**config.mk**
```make
export PLATFORM = sky130hd
export DESIGN_NAME = imconv_lane
export DESIGN_NICKNAME = d
export VERILOG_FILES = /design/src/hdl/assert_macros.svh /design/src/hdl/imconv_pkg.sv /design/src/hdl/imconv_lane.sv
export SDC_FILE = /design/constraint.sdc
export NUM_CORES = 2
export LEC_CHECK = 0
export BUFFER_PORTS_ARGS = -buffer_cell sky130_fd_sc_hd__buf_4
export CORE_MARGIN = 2
export CORE_UTILIZATION = 67
export CTS_CLUSTER_DIAMETER = 60
export DETAILED_ROUTE_END_ITERATION = 12
export PLACE_DENSITY = 0.89
export SLEW_MARGIN = 15
export SYNTH_ARGS = -nofsm -noshare
export SYNTH_HDL_FRONTEND = slang
export SYNTH_SLANG_ARGS = --single-unit
```
**constraint.sdc**
```tcl
create_clock -name clk_i -period 8.91 [get_ports clk_i]
set_input_delay 0 -clock clk_i [delete_from_list [all_inputs] [get_ports clk_i]]
set_output_delay 0 -clock clk_i [all_outputs]
set_load 0.01 [all_outputs]
```
**src/hdl/assert_macros.svh**
```systemverilog
// assertion macros shared by the convolution rtl
`ifndef ASSERT_MACROS_SVH
`define ASSERT_MACROS_SVH

`ifndef SYNTHESIS
// concurrent property check on a clock with an active low reset
`define ASSERT_PROP(label, clk, rst_n, prop, msg) \
  label: assert property (@(posedge clk) disable iff (!rst_n) prop) else $error(msg);
// condition that must never be true
`define ASSERT_NEVER(label, clk, rst_n, cond, msg) \
  `ASSERT_PROP(label, clk, rst_n, !(cond), msg)
`else
`define ASSERT_PROP(label, clk, rst_n, prop, msg)
`define ASSERT_NEVER(label, clk, rst_n, cond, msg)
`endif

`endif

```
**src/hdl/imconv_pkg.sv**
```systemverilog
// shared constants, register map and types of the 3x3 convolution
`timescale 1ns / 1ps
`default_nettype none

package imconv_pkg;

  localparam int unsigned MaxWidth    = 1024;
  localparam int unsigned ColW        = $clog2(MaxWidth);
  localparam int unsigned WidthW      = ColW + 1;
  localparam int unsigned HeightW     = 16;
  localparam int unsigned ChanW       = 3;
  localparam int unsigned MaxChannels = 4;
  localparam int unsigned SampleW     = 8;
  localparam int unsigned PixW        = SampleW * MaxChannels;
  localparam int unsigned CoefW       = 16;
  localparam int unsigned FracBits    = 12;
  localparam int unsigned Taps        = 9;

  // emitted pixel count stays below 1024 * 65535
  localparam int unsigned EmitW   = 26;
  localparam int unsigned DivCntW = $clog2(EmitW);

  // lane arithmetic widths
  localparam int unsigned ProdW = SampleW + CoefW;
  localparam int unsigned RowW  = ProdW + 2;
  localparam int unsigned SumW  = RowW + 2;

  // configuration port
  localparam int unsigned CfgDataW = 64;
  localparam int unsigned CfgAddrW = 6;
  localparam int unsigned RegIdxW  = 3;

  localparam logic [RegIdxW-1:0] RegImageWidth   = 3'd0;
  localparam logic [RegIdxW-1:0] RegImageHeight  = 3'd1;
  localparam logic [RegIdxW-1:0] RegChannelCount = 3'd2;
  localparam logic [RegIdxW-1:0] RegCoefFirst    = 3'd3;
  localparam logic [RegIdxW-1:0] RegCoefNext     = 3'd4;
  localparam logic [RegIdxW-1:0] RegCoefLast     = 3'd5;

  localparam logic [WidthW-1:0]   ResetImageWidth   = 11'd640;
  localparam logic [HeightW-1:0]  ResetImageHeight  = 16'd480;
  localparam logic [ChanW-1:0]    ResetChannelCount = 3'd3;
  localparam logic [CfgDataW-1:0] ResetCoefQuad     = 64'h01C7_01C7_01C7_01C7;
  localparam logic [CoefW-1:0]    ResetCoefLast     = 16'h01C7;

  typedef logic [PixW-1:0]    pixel_t;
  typedef pixel_t [Taps-1:0]  window_t;
  typedef logic [SampleW-1:0] sample_t;
  typedef sample_t [Taps-1:0] tap_samples_t;
  typedef logic [CoefW-1:0]   coef_t;
  typedef coef_t [Taps-1:0]   coefs_t;
  typedef logic [Taps-1:0]    tap_mask_t;

  typedef struct packed {
    logic      emit;
    logic      last;
    tap_mask_t mask;
  } ctrl_info_t;

  typedef struct packed {
    logic load_prod;
    logic load_sum;
  } lane_en_t;

endpackage

`default_nettype wire

```
**src/hdl/imconv_lane.sv**
```systemverilog
// one channel lane: nine tap products, row sums, truncation and saturation
`timescale 1ns / 1ps
`default_nettype none

module imconv_lane (
  input  logic                       clk_i,
  input  imconv_pkg::lane_en_t       en_i,
  input  imconv_pkg::tap_samples_t   samples_i,
  input  imconv_pkg::coefs_t         coefs_i,
  output imconv_pkg::sample_t        value_o,
  output logic                       clip_o
);
  import imconv_pkg::*;

  logic signed [ProdW-1:0] full_d [Taps];
  logic signed [ProdW-1:0] prod_q [Taps];
  logic signed [RowW-1:0]  row_d  [3];
  logic signed [RowW-1:0]  row_q  [3];
  logic signed [SumW-1:0]  sum, biased, quo;
  logic                    neg, over;

  always_comb begin
    for (int t = 0; t < Taps; t++) begin
      full_d[t] = $signed({1'b0, samples_i[t]}) * $signed(coefs_i[t]);
    end
    for (int r = 0; r < 3; r++) begin
      row_d[r] = RowW'(prod_q[3*r]) + RowW'(prod_q[3*r+1]) + RowW'(prod_q[3*r+2]);
    end
  end

  always_ff @(posedge clk_i) begin
    if (en_i.load_prod) begin
      for (int t = 0; t < Taps; t++) begin
        prod_q[t] <= full_d[t];
      end
    end
    if (en_i.load_sum) begin
      for (int r = 0; r < 3; r++) begin
        row_q[r] <= row_d[r];
      end
    end
  end

  // divide by 2^FracBits rounding toward zero, then clamp to 0..255
  always_comb begin
    sum     = SumW'(row_q[0]) + SumW'(row_q[1]) + SumW'(row_q[2]);
    biased  = sum + $signed({{(SumW-FracBits){1'b0}}, {FracBits{sum[SumW-1]}}});
    quo     = biased >>> FracBits;
    neg     = quo[SumW-1];
    over    = !neg && (|quo[SumW-2:SampleW]);
    clip_o  = neg || over;
    value_o = neg ? '0 : (over ? '1 : quo[SampleW-1:0]);
  end

endmodule

`default_nettype wire

```
**After elaboration in Yosys (flattened, before gate mapping)**

Memories as Yosys holds them, arrays and structs flattened.
Index checks and enable logic that the tools add are counted.
W data, S select, Z words.

- Register bits after elaboration: 0
- Bits in writable memories: 294
- Output and inout bits: 9
- Word-level logic and storage cells: 30
- Memories: 2

Memories:

| memory | depth | width | read ports | clocked after Yosys merged registers in | wr ports | RTL line | RTL |
|---|---|---|---|---|---|---|---|
| prod_q | 9 | 24 | 9 | 0 | 9 | imconv_lane.sv:16 | `logic signed [ProdW-1:0] prod_q [Taps];` |
| row_q | 3 | 26 | 3 | 0 | 3 | imconv_lane.sv:18 | `logic signed [RowW-1:0] row_q [3];` |

- Add/subtract/negate cells: 9
- Multiply operators: 9
- Mux-type cells: 6
- Reductions and logical operators: 4

Operator list:

| cell | count |
|---|---|
| $mul A9 B16 Y24 | 9 |
| $add A25 B24 Y26 | 3 |
| $add A24 B24 Y25 | 3 |
| $add A27 B26 Y28 | 1 |
| $add A28 B13 Y28 | 1 |
| $add A26 B26 Y27 | 1 |
| $mux W8 | 2 |
| $reduce_or A8 Y1 | 1 |
| $mux W1 | 4 |
| $logic_and A1 B1 Y1 | 1 |
| $logic_not A1 Y1 | 1 |
| $logic_or A1 B1 Y1 | 1 |

**Longest topological paths before layout**

- Word-level depth: 7
- Depth in mapped cells: 23
- Depth with buffers taken out: 22

**Worst setup path after synthesis**

Ideal clock, no wire load.

- Path type: input to register
- Start point: input port samples_i[40] (netlist bit)
- End point: memory prod_q[0][143] (netlist bit), data pin
- Arrival: 4.751 ns
- Required time: 8.650 ns
- Setup slack: 3.899 ns
- Stages: 21
- Path buffers: 1
- Cells stage by stage: clkbuf_1 > nand2_1 > fa_1 > fa_1 > inv_1 > ha_1 > inv_1 > fa_1 > inv_1 > ha_1 > a21o_1 > a21oi_1 > o21ai_1 > o41ai_2 > o21ai_1 > o41ai_1 > o21ai_1 > or4_1 > a31o_2 > a21oi_1 > xnor2_1

RTL lines:

| what | RTL line | RTL |
|---|---|---|
| start, declared | imconv_lane.sv:8 | `input imconv_pkg::tap_samples_t samples_i,` |
| end, declared | imconv_lane.sv:16 |  |

==> qor.csv <==
stage,metric,value,unit
synthesis,async set-reset flop share out of synthesis,0,%
synthesis,warnings from Yosys,0,
flow_run,number of max-cap violations,0,
synthesis,post-synth net total,7482,
clocking,clk sinks,294,
worst_setup_path,"Arr. time, crit path",6.09,ns
synthesis,Synth Area in Simple Gates,16.67,%
floorplan,io pins,228,
worst_setup_path,Worst setup SP type,register,
final_layout,FILL cells,5506,
floorplan,initial core utilization,67.62,%
sta,min Tclk post-route,6.094,ns
floorplan,Die Area,85190,um2
worst_hold_path,Hold EP,prod_q[0][95],
drt,overall routed net length,126200,um
worst_setup_path,Reg2Reg Launch Point,prod_q[0][145],
final_layout,Area Growth Syn to Fin,7.612,%
global_routing,initial antenna violation count,8,
worst_setup_path,path type of the worst setup path,register to primary output,
drt,uppermost layer routed,met5,
synthesis,post-synthesis sequential area ratio,15.90,%
synthesis,xor and xnor fraction of the mapped netlist area,4.288,%
synthesis,Compound-Gate Fraction of Synth Area,5.978,%
worst_setup_path,worst-path cell chain,"fa_1, ha_1, fa_1, a211o_1, nand2_1, o211ai_1, o211ai_1, a21oi_2, or2_4, inv_1, ha_1, a21o_1, nor3_1, a311oi_2, nor4_2, or3_4, nor3_4, xnor2_2, a21oi_1, buf_4",
clocking,worst-skew pair later-pin latency,0.56,ns
final_layout,fraction of layout cells with a size suffix above 1,5.543,%
clocking,Post-CTS Hold Fix Bufs,25,
synthesis,mux share of post-synthesis cell area,0.1149,%
drt,DRC violations left,0,
synthesis,number of library cell types mapped by synthesis,80,
clocking,clk slew on worst S/H paths,0.05,ns
sta,Max Fclk,0.1641,GHz
drt,Routed WL per cell,17.90,um
synthesis,Post-synth top cells,"inv_1 (1263), fa_1 (1002), and2_1 (731)",
sta,Final Hold Fails,0,
synthesis,Mapped Avg Cell Area,9.679,um2
drt,met2 WL post-DR,64490,um
worst_setup_path,crit-path max cell delay,0.49,ns
drt,1st-pass router iterations,5,
sta,Fin Clk Skew,0.02723,ns
worst_setup_path,nature of the critical path endpoint,primary output,
synthesis,Post-Syn Area,55530,um2
synthesis,most frequent cell after synthesis,inv_1,
drt,met1 WL,48980,um
sta,Final Max Slew Viols,0,
drt,number of vias in the routed layout,40010,
synthesis,largest cells by area after synthesis,"fa_1 (36%), edfxtp_1 (16%), ha_1 (12%)",
worst_hold_path,worst hold path class,input port to register,
global_routing,largest net degree at the start of global routing,79,
sta,RSZ-0062 raised after global routing,false,
worst_setup_path,Reg2Reg Depth,15,
floorplan,floorplan row count,105,
sta,fin crit share,68.40,%
worst_setup_path,Slowest cell on crit path,fa_1,
clocking,postcts setup bufs,0,
drt,initial detailed-routing violation count,2439,
final_layout,NumNets Final,7690,
synthesis,Post-synth EDFFs,294,
synthesis,ys flop type,edfxtp_1,
clocking,CTS tree,built,
clocking,Root Driver,clkbuf_16,
status,status,"finished, final reports clean",
synthesis,largest family of logic cells by synthesized area,adder cells,
worst_hold_path,Worst Hold Launch,en_i[1],
sta,relative slew slack,33.38,%
floorplan,Die X,291.9,um
synthesis,#FFs+latches synth,294,
synthesis,synthesized-area fraction occupied by adder cells,47.93,%
clocking,CTS HTree Levels,2,
drt,vias per cell,5.676,
global_routing,Tot GR Track Use,31.07,%
floorplan,Die H,291.9,um
synthesis,"area leader, netlist",fa_1,
worst_hold_path,worst hold path depth,1,
global_routing,vias in the first global route,43080,
clocking,Clock Path Buffers,3,
drt,ANT nets after route,0,
worst_setup_path,top fanout value on the critical path,8,
synthesis,Synth Instances,5737,
floorplan,core area,82110,um2
global_routing,first-pass GRT wire length,213100,um
worst_setup_path,critical path required time,8.91,ns
sta,endpoints failing setup,0,
drt,met3 wire len,7380,um
placement,HPWL Detailed,103500,um
clocking,Resize count post-CTS,0,
worst_setup_path,reg2reg setup slack,4.63,ns
placement,I/O Buffers,227,
clocking,CTS buffer count,37,
synthesis,top-area cell type share of the netlist area,36.13,%
global_routing,remaining global-route overflow,0,
worst_setup_path,worst flop-to-flop path endpoint,row_q[0][77],
sta,Slew @ Worst Pin,0.9993,ns
placement,final RePlAce weighted congestion,1.011,
sta,setup TNS,0,ns
[worst max-delay path by stage]
stage / depth (start not counted) / from / to / slack, ns
final: 20 / row_q[0][1] / value_o[0] / 2.82
after global placement: 20 / row_q[0][1] / value_o[6] / 3.51
after floorplan: 21 / samples_i[40] / prod_q[0][143] / 3.90
after global routing: 20 / row_q[0][0] / value_o[5] / 2.45
after detailed placement: 20 / row_q[0][1] / value_o[0] / 3.40
after CTS: 20 / row_q[0][1] / value_o[0] / 2.84
[critical path, delay by kind of cell (launching register included)]
kind            cells  cell delay, ns
buf+inv             2            0.32
xor+xnor            1            0.36
simple gates        6            1.53
compound gates      7            1.44
flops               1            0.39
fa+ha+maj           4            1.53
[sequential cells by signal, indices dropped and copies added (netlist names)]
signal / cells
prod_q: 216
row_q: 78
[cells in the final DEF (no fill, tap or decap), types with 8 or more instances in the layout]
master         count
inv_1           1263
fa_1            1002
and2_1           731
nand2_1          562
ha_1             524
edfxtp_1         294
buf_4            228
xnor2_1          217
nor2_1           176
a21oi_1          148
o21ai_0           98
nor3_1            86
nand3_1           54
xor2_1            53
a21o_1            52
nor2b_1           46
clkbuf_16         39
o21a_1            30
and3_1            25
dlygate4sd3_1     25
or3_1             22
nand2b_1          21
a31oi_1           21
or2_2             19
o41ai_1           14
nand4_1           13
a211oi_1          13
a21boi_0          11
o21bai_1          11
a211o_1            9
o31ai_1            9
o2111ai_1          8
o211ai_1           8
o31a_1             8
[kinds of logic after synthesis]
kind of cell             Yosys count
multiplexers                       5
buffers and inverters           1348
AO/OA/AOI/OAI                    505
XOR/XNOR                         271
AND/OR/NAND/NOR                 1788
flip-flops                       294
adder cells (fa/ha/maj)         1526
[area by class of cell]
| type | count | area [um2] | area share, % |
|---|---|---|---|
| sequential | 294 | 8828 | 14.78 |
| clock buffer | 45 | 998.5 | 1.671 |
| inverter | 1263 | 4741 | 7.934 |
| timing repair buffer | 254 | 1976 | 3.306 |
| tap | 1070 | 1339 | 2.241 |
| clock inverter | 21 | 219.0 | 0.3664 |
| multi-input combinational | 4095 | 41630 | 69.68 |
| antenna | 7 | 17.52 | 0.02932 |
[stage by stage]
stage	std cells	setup slack [ns]	utilization [%]	area, um2	hold slack [ns]
2_1_floorplan	5737	3.899	-	55530	0.1125
3_3_place_gp	6951	3.513	70.96	58270	0.3739
3_5_place_dp	6951	3.397	70.96	58270	0.3556
4_1_cts	7042	2.843	72.75	59730	0.006791
5_1_grt	7048	2.454	72.77	59750	0.03255
6_report	7049	2.816	72.77	59750	0.01842
[layer usage]
metal  up-vias  global-route usage (%)
met5         -                       0
met4         4                   12.41
met3       356                   3.303
met2      1380                   54.54
met1     20080                   39.67
li1      18190                       -
Power is not shown: default switching activity piles up to over one toggle a cycle in this logic, so the estimate is an artifact.
