## src/hdl/assert_macros.svh

```systemverilog
// assertion macros shared by the convolution rtl
`ifndef ASSERT_MACROS_SVH
`define ASSERT_MACROS_SVH

`ifndef SYNTHESIS
// concurrent property check on a clock with an active low reset
`define ASSERT_PROP(label, clk, rst_n, prop, msg) \
  label: assert property (@(posedge clk) disable iff (!rst_n) prop) else $error(msg);
// condition that must never be true
`define ASSERT_NEVER(label, clk, rst_n, cond, msg) \
  `ASSERT_PROP(label, clk, rst_n, !(cond), msg)
`else
`define ASSERT_PROP(label, clk, rst_n, prop, msg)
`define ASSERT_NEVER(label, clk, rst_n, cond, msg)
`endif

`endif

```

## src/hdl/imconv_pkg.sv

```systemverilog
// shared constants, register map and types of the 3x3 convolution
`timescale 1ns / 1ps
`default_nettype none

package imconv_pkg;

  localparam int unsigned MaxWidth    = 1024;
  localparam int unsigned ColW        = $clog2(MaxWidth);
  localparam int unsigned WidthW      = ColW + 1;
  localparam int unsigned HeightW     = 16;
  localparam int unsigned ChanW       = 3;
  localparam int unsigned MaxChannels = 4;
  localparam int unsigned SampleW     = 8;
  localparam int unsigned PixW        = SampleW * MaxChannels;
  localparam int unsigned CoefW       = 16;
  localparam int unsigned FracBits    = 12;
  localparam int unsigned Taps        = 9;

  // emitted pixel count stays below 1024 * 65535
  localparam int unsigned EmitW   = 26;
  localparam int unsigned DivCntW = $clog2(EmitW);

  // lane arithmetic widths
  localparam int unsigned ProdW = SampleW + CoefW;
  localparam int unsigned RowW  = ProdW + 2;
  localparam int unsigned SumW  = RowW + 2;

  // configuration port
  localparam int unsigned CfgDataW = 64;
  localparam int unsigned CfgAddrW = 6;
  localparam int unsigned RegIdxW  = 3;

  localparam logic [RegIdxW-1:0] RegImageWidth   = 3'd0;
  localparam logic [RegIdxW-1:0] RegImageHeight  = 3'd1;
  localparam logic [RegIdxW-1:0] RegChannelCount = 3'd2;
  localparam logic [RegIdxW-1:0] RegCoefFirst    = 3'd3;
  localparam logic [RegIdxW-1:0] RegCoefNext     = 3'd4;
  localparam logic [RegIdxW-1:0] RegCoefLast     = 3'd5;

  localparam logic [WidthW-1:0]   ResetImageWidth   = 11'd640;
  localparam logic [HeightW-1:0]  ResetImageHeight  = 16'd480;
  localparam logic [ChanW-1:0]    ResetChannelCount = 3'd3;
  localparam logic [CfgDataW-1:0] ResetCoefQuad     = 64'h01C7_01C7_01C7_01C7;
  localparam logic [CoefW-1:0]    ResetCoefLast     = 16'h01C7;

  typedef logic [PixW-1:0]    pixel_t;
  typedef pixel_t [Taps-1:0]  window_t;
  typedef logic [SampleW-1:0] sample_t;
  typedef sample_t [Taps-1:0] tap_samples_t;
  typedef logic [CoefW-1:0]   coef_t;
  typedef coef_t [Taps-1:0]   coefs_t;
  typedef logic [Taps-1:0]    tap_mask_t;

  typedef struct packed {
    logic      emit;
    logic      last;
    tap_mask_t mask;
  } ctrl_info_t;

  typedef struct packed {
    logic load_prod;
    logic load_sum;
  } lane_en_t;

endpackage

`default_nettype wire

```

## src/hdl/imconv_ctrl.sv

```systemverilog
// raster position, output position and border masks, with a serial divider for width changes
`timescale 1ns / 1ps
`default_nettype none

module imconv_ctrl (
  input  logic                             clk_i,
  input  logic                             rst_ni,
  input  logic                             accept_i,
  input  logic                             restart_i,
  input  logic [imconv_pkg::WidthW-1:0]    w_i,
  input  logic [imconv_pkg::HeightW-1:0]   h_i,
  output logic                             busy_o,
  output logic [imconv_pkg::ColW-1:0]      col_o,
  output imconv_pkg::ctrl_info_t           info_o
);
  import imconv_pkg::*;

  logic [ColW-1:0]    col_q, col_d;
  logic [HeightW-1:0] row_q, row_d;
  logic [EmitW-1:0]   emitted_q, emitted_d;
  logic [ColW-1:0]    ox_q, ox_d;
  logic [HeightW-1:0] oy_q, oy_d;
  logic               busy_q;
  logic [DivCntW-1:0] cnt_q;
  logic [EmitW-1:0]   div_sh_q;
  logic [ColW-1:0]    rem_q;

  logic [WidthW-1:0]  col_inc, ox_inc;
  logic [HeightW:0]   oy_inc;
  logic [HeightW-1:0] row_sat, oy_sat;
  logic               col_wrap, ox_wrap, emit, last;
  logic               top_m, bot_m, left_m, right_m;
  tap_mask_t          mask;

  logic [WidthW-1:0]  rem_sh, rem_sub;
  logic               rem_ge;
  logic [ColW-1:0]    rem_n;
  logic [EmitW-1:0]   quo_n;
  logic [HeightW-1:0] quo_sat;

  always_comb begin
    col_inc  = {1'b0, col_q} + WidthW'(1);
    col_wrap = col_inc >= w_i;
    row_sat  = (row_q != '1) ? row_q + HeightW'(1) : row_q;
    emit     = (row_q > HeightW'(1)) || (row_q == HeightW'(1) && col_q != '0);

    ox_inc  = {1'b0, ox_q} + WidthW'(1);
    ox_wrap = ox_inc >= w_i;
    oy_inc  = {1'b0, oy_q} + (HeightW + 1)'(1);
    oy_sat  = (oy_q != '1) ? oy_q + HeightW'(1) : oy_q;

    top_m   = oy_q == '0;
    bot_m   = oy_inc >= {1'b0, h_i};
    left_m  = ox_q == '0;
    right_m = ox_wrap;
    // ox always stays below the width, so this matches emitted + 1 >= width * height
    last    = (oy_q >= h_i) || (oy_inc == {1'b0, h_i} && ox_wrap);

    for (int t = 0; t < Taps; t++) begin
      mask[t] = !((t < 3 && top_m) || (t >= 6 && bot_m) ||
                  (t % 3 == 0 && left_m) || (t % 3 == 2 && right_m));
    end
  end

  // one restoring division step of emitted count by width
  always_comb begin
    rem_sh  = {rem_q, div_sh_q[EmitW-1]};
    rem_ge  = rem_sh >= w_i;
    rem_sub = rem_sh - w_i;
    rem_n   = rem_ge ? rem_sub[ColW-1:0] : rem_sh[ColW-1:0];
    quo_n   = {div_sh_q[EmitW-2:0], rem_ge};
    quo_sat = (|quo_n[EmitW-1:HeightW]) ? '1 : quo_n[HeightW-1:0];
  end

  always_comb begin
    col_d     = col_wrap ? '0 : col_inc[ColW-1:0];
    row_d     = col_wrap ? row_sat : row_q;
    emitted_d = emitted_q;
    ox_d      = ox_q;
    oy_d      = oy_q;
    if (emit) begin
      emitted_d = emitted_q + EmitW'(1);
      ox_d      = ox_wrap ? '0 : ox_inc[ColW-1:0];
      oy_d      = ox_wrap ? oy_sat : oy_q;
      if (last) begin
        col_d     = '0;
        row_d     = '0;
        emitted_d = '0;
        ox_d      = '0;
        oy_d      = '0;
      end
    end
  end

  always_ff @(posedge clk_i or negedge rst_ni) begin
    if (!rst_ni) begin
      col_q     <= '0;
      row_q     <= '0;
      emitted_q <= '0;
      ox_q      <= '0;
      oy_q      <= '0;
      busy_q    <= 1'b0;
      cnt_q     <= '0;
      div_sh_q  <= '0;
      rem_q     <= '0;
    end else if (restart_i) begin
      busy_q   <= 1'b1;
      cnt_q    <= '0;
      div_sh_q <= emitted_q;
      rem_q    <= '0;
    end else if (busy_q) begin
      cnt_q    <= cnt_q + DivCntW'(1);
      div_sh_q <= quo_n;
      rem_q    <= rem_n;
      if (cnt_q == DivCntW'(EmitW - 1)) begin
        busy_q <= 1'b0;
        ox_q   <= rem_n;
        oy_q   <= quo_sat;
      end
    end else if (accept_i) begin
      col_q     <= col_d;
      row_q     <= row_d;
      emitted_q <= emitted_d;
      ox_q      <= ox_d;
      oy_q      <= oy_d;
    end
  end

  assign busy_o      = busy_q;
  assign col_o       = col_q;
  assign info_o.emit = emit;
  assign info_o.last = last;
  assign info_o.mask = mask;

endmodule

`default_nettype wire

```

## config.mk

```make
export PLATFORM = sky130hd
export DESIGN_NAME = imconv_ctrl
export DESIGN_NICKNAME = d
export VERILOG_FILES = /design/src/hdl/assert_macros.svh /design/src/hdl/imconv_pkg.sv /design/src/hdl/imconv_ctrl.sv
export SDC_FILE = /design/constraint.sdc
export NUM_CORES = 1
export LEC_CHECK = 0
export ABC_AREA = 1
export BUFFER_PORTS_ARGS = -buffer_cell sky130_fd_sc_hd__buf_2
export CAP_MARGIN = 20
export CORE_MARGIN = 2
export CORE_UTILIZATION = 35
export CTS_BUF_LIST = sky130_fd_sc_hd__clkbuf_2 sky130_fd_sc_hd__clkbuf_4 sky130_fd_sc_hd__clkbuf_8
export CTS_CLUSTER_SIZE = 40
export DETAILED_ROUTE_END_ITERATION = 10
export SYNTH_ARGS = -nofsm -noshare
export SYNTH_HDL_FRONTEND = slang
export SYNTH_SLANG_ARGS = --single-unit
```

## constraint.sdc

```tcl
create_clock -name clk_i -period 3.35 [get_ports clk_i]
set_input_delay 0.1675 -clock clk_i [delete_from_list [all_inputs] [get_ports clk_i]]
set_output_delay 0.1675 -clock clk_i [all_outputs]
set_load 0.01 [all_outputs]
```

==> Word-level counts from Yosys, hierarchy flattened <==
Index checks and enable logic that the tools add are counted.
{ "word_totals": {"reg_bits": 120, "latch_bits": 0, "ram_bits": 0, "romBits": 0, "inputBits": 31, "out_inout_bits": 22, "wordCells": 92, "n_memories": 0} }
{ "classes": {"add_sub_neg": 8, "mul": 0, "n_div": 0, "order_cmp": 6, "n_eq_ne": 6, "shift": 0, "n_mux": 32, "bitwise_logic": 2, "n_reduce_logical": 29} }
{ "ops": {"columns": ["op", "count"], "rows": [
  ["$mux 16", 12],
  ["$mux 10", 12],
  ["$mux 26", 3],
  ["$ge 11x11->1", 3],
  ["$add 16x1->16 const B", 2],
  ["$ne 16x16->1 const B", 2],
  ["$add 26x1->26 const B", 1],
  ["$add 10x1->11 const B", 2],
  ["$add 16x1->17 const B", 1],
  ["$eq 17x16->1", 1],
  ["$ge 17x16->1", 1],
  ["$eq 16x1->1 const B", 1],
  ["$ge 16x16->1", 1],
  ["$gt 16x1->1 const B", 1],
  ["$logic_not 16->1", 1],
  ["$logic_not 10->1", 1],
  ["$mux 5", 2],
  ["$reduce_bool 10->1", 1],
  ["$reduce_or 10->1", 1],
  ["$sub 10x10->10", 1],
  ["$logic_not 1->1", 8],
  ["$reduce_and 4->1", 2],
  ["$logic_or 1x1->1", 6],
  ["$reduce_and 6->1", 1],
  ["other kinds (9)", 16]
]} }

==> Depth between registers and ports, before layout <==
Gate-level depths: netlist of the first run.
{ "depth": {"ltp_word": 8, "depth_mapped": 20, "mapped_depth_nobuf": 19} }

==> Worst setup path after synthesis of the first run <==
OpenSTA, ideal clock, no wires.
{ "synth_timing": {"kind": "register -> register", "start": "reg col_q[0], in the netlist col_o[0]", "end": "reg col_q[0], in the netlist col_o[0]", "setup_time_ns": 0.077, "arrival_time_ns": 2.689, "required_ns": 3.273, "setup_slack_ns": 0.584, "path_stages_with_launch": 17, "path_buffers": 0, "synth_period_minus_slack_ns": 2.766, "path_cell_list": "dfrtp_1 ha_1 nand3_1 nor3_1 nand4_1 nand2_1 inv_1 ha_1 inv_1 nor2_1 nand3_1 o211ai_1 nor2_2 inv_1 nor2_1 nand2_2 a21oi_1"} }
{ "synth_between": {"elab_chain_len": 5, "elab_cells_between_ends": 8, "cone_classes": "add/sub: 1; order compare: 1; mux: 3; reduce/logical: 3"} }
{ "synth_rtl": {"columns": ["item", "line", "text"], "rows": [
  ["from (decl)", "imconv_ctrl.sv:18", "logic [ColW-1:0] col_q, col_d;"],
  ["from (signal assigned)", "imconv_ctrl.sv:121", "col_q <= col_d;"],
  ["$add 10x1->11", "imconv_ctrl.sv:42", "col_inc = {1'b0, col_q} + WidthW'(1);"],
  ["$ge 11x11->1", "imconv_ctrl.sv:43", "col_wrap = col_inc >= w_i;"],
  ["$mux 10", "imconv_ctrl.sv:76", "col_d = col_wrap ? '0 : col_inc[ColW-1:0];"],
  ["$mux 10", "imconv_ctrl.sv:85", "if (last) begin"],
  ["$mux 10 (*)", "imconv_ctrl.sv:81", "if (emit) begin"]
]} }
Every way passes the cells marked *; elsewhere a longest branch is shown, timed or not.
A chain may end at the register's enable or synchronous reset.

==> results.json, run 1 <==
{
  "outcome": "complete, no violations",
  "power_switching_mw": 1.88,
  "syn_nets": 1483,
  "cts_num_sinks": 120,
  "path_max_fanout": 10,
  "antenna_left": 0,
  "io_buffers": 51,
  "gp_congestion": 0.885,
  "switching_share": 0.371,
  "irDropWorstVdd_v": 0.000230,
  "relSlewSlack": 0.430,
  "synth_cell_type_count": 46,
  "worst_setup_path_start_kind": "register",
  "fin_skew_ns": 0.0168,
  "post-dp-hpwl_um": 20100,
  "pwr-share-comb": 0.322,
  "fmax_ghz": 0.314,
  "power_density_nw_per_um2": 471,
  "wirelength_um": 27000,
  "dieArea_um2": 28400,
  "total_power_mw": 5.07,
  "arrival_ns": 3.02,
  "postSynthCellCount": 1374,
  "ys_seq_area_frac": 0.316,
  "ff2ff_path_depth": 19,
  "hold_viol": 0,
  "utilization": 0.402,
  "synth-edff-count": 0,
  "diodes": 0,
  "final_cells": 1781,
  "syn_to_final_growth_pct": 13.5,
  "report.final.setup_viol": 0,
  "tightestPinTransition_ns": 0.854,
  "end_kind": "output pin",
  "max_cap_violations": 0,
  "grt_pass1_wl_um": 44600,
  "intPower_mw": 3.19,
  "pwr-share-seq": 0.361,
  "fp.dieH_um": 169,
  "pin_count": 53,
  "cts_max_path_buffers": 2,
  "netlist_area_um2": 9490,
  "insertion_delay_ns": 0.45,
  "fin_crit_sh": 0.951,
  "n_fill_cell": 2773,
  "pre_cts_slack_ns": 0.239,
  "period_needed_ns": 3.19,
  "worst_slack_ns": 0.164,
  "cts_inserted_buffers": 17,
  "criticalPathCategory": "reg -> out",
  "drc": 0,
  "grt_pass1_vias": 8627,
  "placedCellCount": 1739,
  "vias": 9192,
  "hold_depth": 4,
  "final_nets": 1536,
  "grt_max_degree": 62,
  "crit_required_ns": 3.18,
  "tritoncts": "built",
  "grt_usage": 0.194,
  "drive_gt1_frac": 0.110,
  "fp.coreArea_um2": 26800,
  "synth_area_per_cell_um2": 6.91,
  "ctsHtreeMaxLevel": 4,
  "fin_tns_setup_ns": 0,
  "slew_viol_final": 0,
  "drt_iter0_drc": 651,
  "synthFlopType": "dfrtp_1",
  "rsz0062_at_grt": "yes",
  "async_flop_share": 1.00,
  "timing.hold.ws_ns": 0.192,
  "row_count": 60,
  "dr.pass1.iters": 5,
  "dieWidth_um": 169,
  "leakagePower_nw": 5.51,
  "placed_area_um2": 10100,
  "synth_seq_cells": 120,
  "via_per_inst": 5.16,
  "grt.overflow.total": 0,
  "cts-root-buf": "clkbuf_8",
  "antenna_found_initial": 0,
  "start_util": 0.354,
  "path_clk_slew_ns": 0.07,
  "p_clk_frac": 0.317,
  "yosysWarnings": 0,
  "hold_path.class": "in -> reg",
  "stdcell_area_um2": 10800,
  "wl_per_cell_um": 15.2
}
==> worst paths after layout <==
kind | start | endpoint | slack, ns
setup reg to reg | oy_q[0]$_DFFE_PN0P_ | emitted_q[12]$_DFFE_PN0P_ | 0.36
hold / removal | accept_i | emitted_q[14]$_DFFE_PN0P_ | 0.19
hold reg to reg | cnt_q[4]$_DFFE_PN0P_ | cnt_q[4]$_DFFE_PN0P_ | 0.48
setup / recovery | oy_q[0]$_DFFE_PN0P_ | info_o[9] | 0.16
max in group asynchronous | rst_ni | emitted_q[24]$_DFFE_PN0P_ | 2.18
min in group asynchronous | rst_ni | oy_q[8]$_DFFE_PN0P_ | 0.33
==> cells in the final DEF (no fill, tap or decap), drive strengths merged <==
cell / Yosys / layout
nand2: 379 / 379
inv: 180 / 181
nor2: 143 / 143
dfrtp: 120 / 120
nand3: 93 / 93
ha: 77 / 77
buf: 25 / 77
o21ai: 64 / 64
nand4: 63 / 63
a21oi: 60 / 60
xor2: 38 / 38
nor3: 29 / 29
o22ai: 26 / 26
clkbuf: 19 / 19
nand3b: 11 / 11
nor4: 9 / 9
xnor2: 8 / 8
bufinv: 0 / 6
clkinv: 1 / 6
a31oi: 4 / 4
a221oi: 4 / 4
nor3b: 3 / 3
and3: 3 / 3
and2: 2 / 2
o21bai: 2 / 2
a22oi: 2 / 2
o211ai: 2 / 2
or2: 1 / 1
a41oi: 1 / 1
a31o: 1 / 1
a21o: 1 / 1
o31ai: 1 / 1
fa: 1 / 1
conb: 1 / 1
clkinvlp: 0 / 1
dlygate4sd3: 0 / 1
==> metal layers <==
layer	up-vias	GRT usage	wire length, um
met3	29	0.0306	969
met1	4315	0.265	13000
met5	-	0	0
met2	222	0.321	12600
li1	4626	-	-
met4	0	0.0532	481
==> power by group through the flow <==
stage	clock network, mW	registers (mW)	logic (mW)
finish	1.61	1.83	1.63
global route	1.71	1.86	1.87
CTS	1.63	1.83	1.60
detailed placement	0	1.85	1.59
global placement	0	1.85	1.56
floorplan	0	1.79	1.18
==> Yosys cell counts (2+ instances only) <==
library cell,n,share of area
o21bai_1,2,0.0016
o21ai_1,16,0.0084
nand2_4,2,0.0024
o21ai_0,47,0.025
inv_1,173,0.068
nor2_1,139,0.055
nor3_1,29,0.015
dfrtp_1,120,0.32
buf_2,13,0.0069
a21oi_4,2,0.0034
inv_2,7,0.0028
nor3b_1,3,0.0024
nand4_1,63,0.042
a22oi_1,2,0.0016
o22ai_1,26,0.017
nor2_4,3,0.0036
buf_4,4,0.0032
buf_6,3,0.0036
nand3b_1,11,0.0087
nand3_1,93,0.049
nor4_1,9,0.0059
nand2_1,371,0.15
a221oi_1,4,0.0037
and2_1,2,0.0013
nand2_2,5,0.0033
buf_1,5,0.0020
xnor2_1,8,0.0074
xor2_1,38,0.035
a31oi_1,4,0.0026
and3_1,3,0.0020
ha_1,77,0.10
clkbuf_1,19,0.0075
a21oi_1,58,0.031
==> flip-flops by register name, indices dropped and copies added, names as in the netlist <==
signal	count
col_o	10
emitted_q	26
busy_o	1
rem_q	10
div_sh_q	26
row_q	16
oy_q	16
ox_q	10
cnt_q	5
==> what timing repair did <==
action                     4_1_cts  5_1_grt
pin swaps                        2        9
gates resized for setup          5       24
setup endpoints to repair        4       35
hold buffers                     1        0
setup buffers                    1        8
hold endpoints to repair        59        0
==> critical path: stages (launching register included) <==
cell and delay [ns]:
dfrtp_1 0.40, ha_2 0.21, nand2_1 0.09, nor2_4 0.17, nand2_4 0.10, nor2_4 0.13
nand2_1 0.10, xor2_2 0.16, ha_1 0.29, nand2_1 0.05, inv_1 0.06, nand3_1 0.06
nor2_1 0.10, nand2_1 0.08, nor2_2 0.16, o21ai_4 0.11, nand2_8 0.13, buf_4 0.14
==> final cells by class <==
cell class                      count  area (um2)  share of cell area
Sequential cell                   120        3010               0.279
Clock buffer                       19         249              0.0231
Multi-Input combinational cell   1029        5690               0.529
Inverter                          181         684              0.0636
Timing Repair Buffer               78         482              0.0447
Tap cell                          341         427              0.0396
Clock inverter                     13         225              0.0209
==> logic make-up (layout without fill, tap and decap cells) <==
kind of cell,after synthesis,after routing,synth area share
AOI/OAI and AO/OA,168,168,0.101
xor gates and xnor gates,46,46,0.0425
adders and majority gates,78,78,0.104
buffers and inverters,225,291,0.0952
DFF,120,120,0.316
other,1,1,0.000395
and+or+nand+nor,736,736,0.341
No activity file was read; power rests on OpenSTA's default activity.
==> run 2, diff against run 1 <==
Settings changed: CORE_UTILIZATION 35 to 64, PLACE_DENSITY set to 0.83.
==> run 2 against run 1 <==
- final area shrank 1.8%
- first-iteration DRC count grew 38%
- highest routed layer unchanged
- sequential power about the same
- power shrank 1.5%
- largest cell class unchanged
==> results.json, run 2 (synthesis gave the netlist of run 1 again) <==
{
  "dieArea_um2": 15800,
  "drive_gt1_frac": 0.111,
  "layout_common_cells": "369 x nand2_1, 173 x inv_1, 134 x nor2_1, 118 x dfrtp_1, 91 x nand3_1",
  "rrSetupSlack_ns": 0.23,
  "grt_usage": 0.329,
  "fp.coreArea_um2": 14500,
  "cp_slowest_stage_delay_ns": 0.39,
  "total_power_mw": 5.00,
  "grt_use_met1": 0.450,
  "fmax_ghz": 0.313,
  "intPower_mw": 3.09,
  "arrival_ns": 3.03,
  "insertion_delay_ns": 0.45,
  "path_clk_slew_ns": 0.08,
  "path_buf_inv": 4,
  "cp-startpoint": "ox_q[1]$_DFFE_PN0P_",
  "pin_count": 53,
  "gp_congestion": 0.972,
  "r2r_start": "ox_q[1]$_DFFE_PN0P_",
  "start_util": 0.653,
  "row_count": 44,
  "hold_path.class": "in -> reg",
  "worst_setup_path_start_kind": "register",
  "tritoncts": "built",
  "cts_inserted_buffers": 17,
  "cts_num_sinks": 120,
  "wl_per_cell_um": 16.0,
  "path_max_fanout": 12,
  "power_density_nw_per_um2": 473,
  "post-dp-hpwl_um": 18800,
  "relSlewSlack": 0.465,
  "report.final.setup_viol": 0,
  "grt.overflow.total": 0,
  "max_cap_violations": 0,
  "grt_pass1_wl_um": 42400,
  "grt.busiest_layer": "met2",
  "leakagePower_nw": 5.52,
  "end_kind": "output pin",
  "r2r-end": "oy_q[7]$_DFFE_PN0P_",
  "irDropWorstVdd_v": 0.000343,
  "fin_skew_ns": 0.0115,
  "timing.hold.ws_ns": 0.170,
  "crit_required_ns": 3.18,
  "switching_share": 0.382,
  "io_buffers": 51,
  "power_switching_mw": 1.91,
  "cp_top_family": "simple AND/OR/NAND/NOR gates",
  "diodes": 0,
  "p_clk_frac": 0.298,
  "tightestPinTransition_ns": 0.802,
  "hold_viol": 0,
  "grt_max_degree": 65,
  "pwr-share-seq": 0.368,
  "period_needed_ns": 3.20,
  "placedCellCount": 1581,
  "outcome": "complete, no violations",
  "hold_depth": 4,
  "slew_viol_final": 0,
  "ff2ff_path_depth": 18,
  "fp.dieH_um": 126,
  "vias": 9535,
  "whs_endpoint": "emitted_q[15]$_DFFE_PN0P_",
  "use_met3": 0.0675,
  "ctsHtreeMaxLevel": 4,
  "antenna_found_initial": 0,
  "cts-root-buf": "clkbuf_8",
  "grt_pass1_vias": 8694,
  "final_cells": 1630,
  "pwr-share-comb": 0.333,
  "slowest_stage": "dfrtp_1",
  "fin_crit_sh": 0.954,
  "criticalPathCategory": "reg -> out",
  "drc": 0,
  "drt_iter0_drc": 898,
  "rsz0062_at_grt": "yes",
  "worstHoldStart": "accept_i",
  "dieWidth_um": 126,
  "dr.pass1.iters": 6,
  "syn_to_final_growth_pct": 11.4,
  "crit_chain": "ha_1 > nand2_1 > nor2_4 > nand4_1 > xor2_1 > ha_1 > nand2_1 > inv_1 > o21ai_2 > nand3_2 > nor2_4 > buf_8 > inv_1 > a31oi_1 > buf_2",
  "top_regs": "div_sh_q (26), emitted_q (26)",
  "via_per_inst": 5.85,
  "wirelength_um": 26000,
  "cts_max_path_buffers": 2,
  "antenna_left": 0,
  "final_nets": 1542,
  "use_met2": 0.528,
  "layout_commonest_cell": "nand2_1"
}
## run 2: what timing repair did
action | 4_1_cts | 5_1_grt
setup buffers | 1 | 15
hold endpoints to repair | 56 | 0
resized for setup | 4 | 22
pin swaps | 0 | 14
hold buffers | 1 | 0
setup endpoints to repair | 3 | 31
## run 2: power by group through the flow
stage	sequential, mW	clock (mW)	combinational [mW]
2_1_floorplan	1.79	0	1.18
3_3_place_gp	1.85	0	1.52
3_5_place_dp	1.86	0	1.56
4_1_cts	1.83	1.50	1.58
5_1_grt	1.86	1.57	1.89
6_report	1.84	1.49	1.67
## run 2: routing by layer
layer	part of all wire	wire length, um	up-vias
li1	-	-	4637
met5	0	0	-
met2	0.46	12100	438
met3	0.076	1990	62
met1	0.43	11200	4398
met4	0.028	725	0
## run 2: final cells by class
cell class | instances | area, um2
well taps | 184 | 230
clock buffers | 19 | 255
clock inverters | 13 | 194
fillers | 1201 | 3970
flip-flops and latches | 120 | 3010
inverters | 181 | 684
repair buffers | 84 | 528
multi-input cells | 1029 | 5670
## run 2: how the worst max path moves through the flow
stage,endpoint,slack [ns],cells after the start
2_1_floorplan,col_o[0]$_DFFE_PN0P_,0.58,16
3_3_place_gp,oy_q[15]$_DFFE_PN0P_,0.31,16
3_5_place_dp,oy_q[15]$_DFFE_PN0P_,0.27,16
4_1_cts,info_o[2],0.007,15
5_1_grt,info_o[8],-0.05,16
6_report,info_o[2],0.15,15
## run 2: worst register-to-register path, delay by kind of cell (launching register included)
family | cells | cell delay (ns)
and+or+nand+nor | 9 | 1.04
AOI/OAI and AO/OA | 2 | 0.34
DFF | 1 | 0.39
adders and majority gates | 2 | 0.50
xor gates and xnor gates | 1 | 0.20
buffers and inverters | 4 | 0.58
## run 2: per-stage QoR
| step | area, um2 | worst slack (ns) | TNS, ns | utilization |
|---|---|---|---|---|
| after global placement | 9890 | 0.307 | 0 | 0.680 |
| final | 10600 | 0.154 | 0 | 0.727 |
| after floorplan | 9490 | 0.584 | 0 | - |
| after detailed placement | 9890 | 0.273 | 0 | 0.680 |
| after CTS | 10400 | 0.00702 | 0 | 0.713 |
| after global routing | 10600 | -0.0503 | -0.122 | 0.727 |
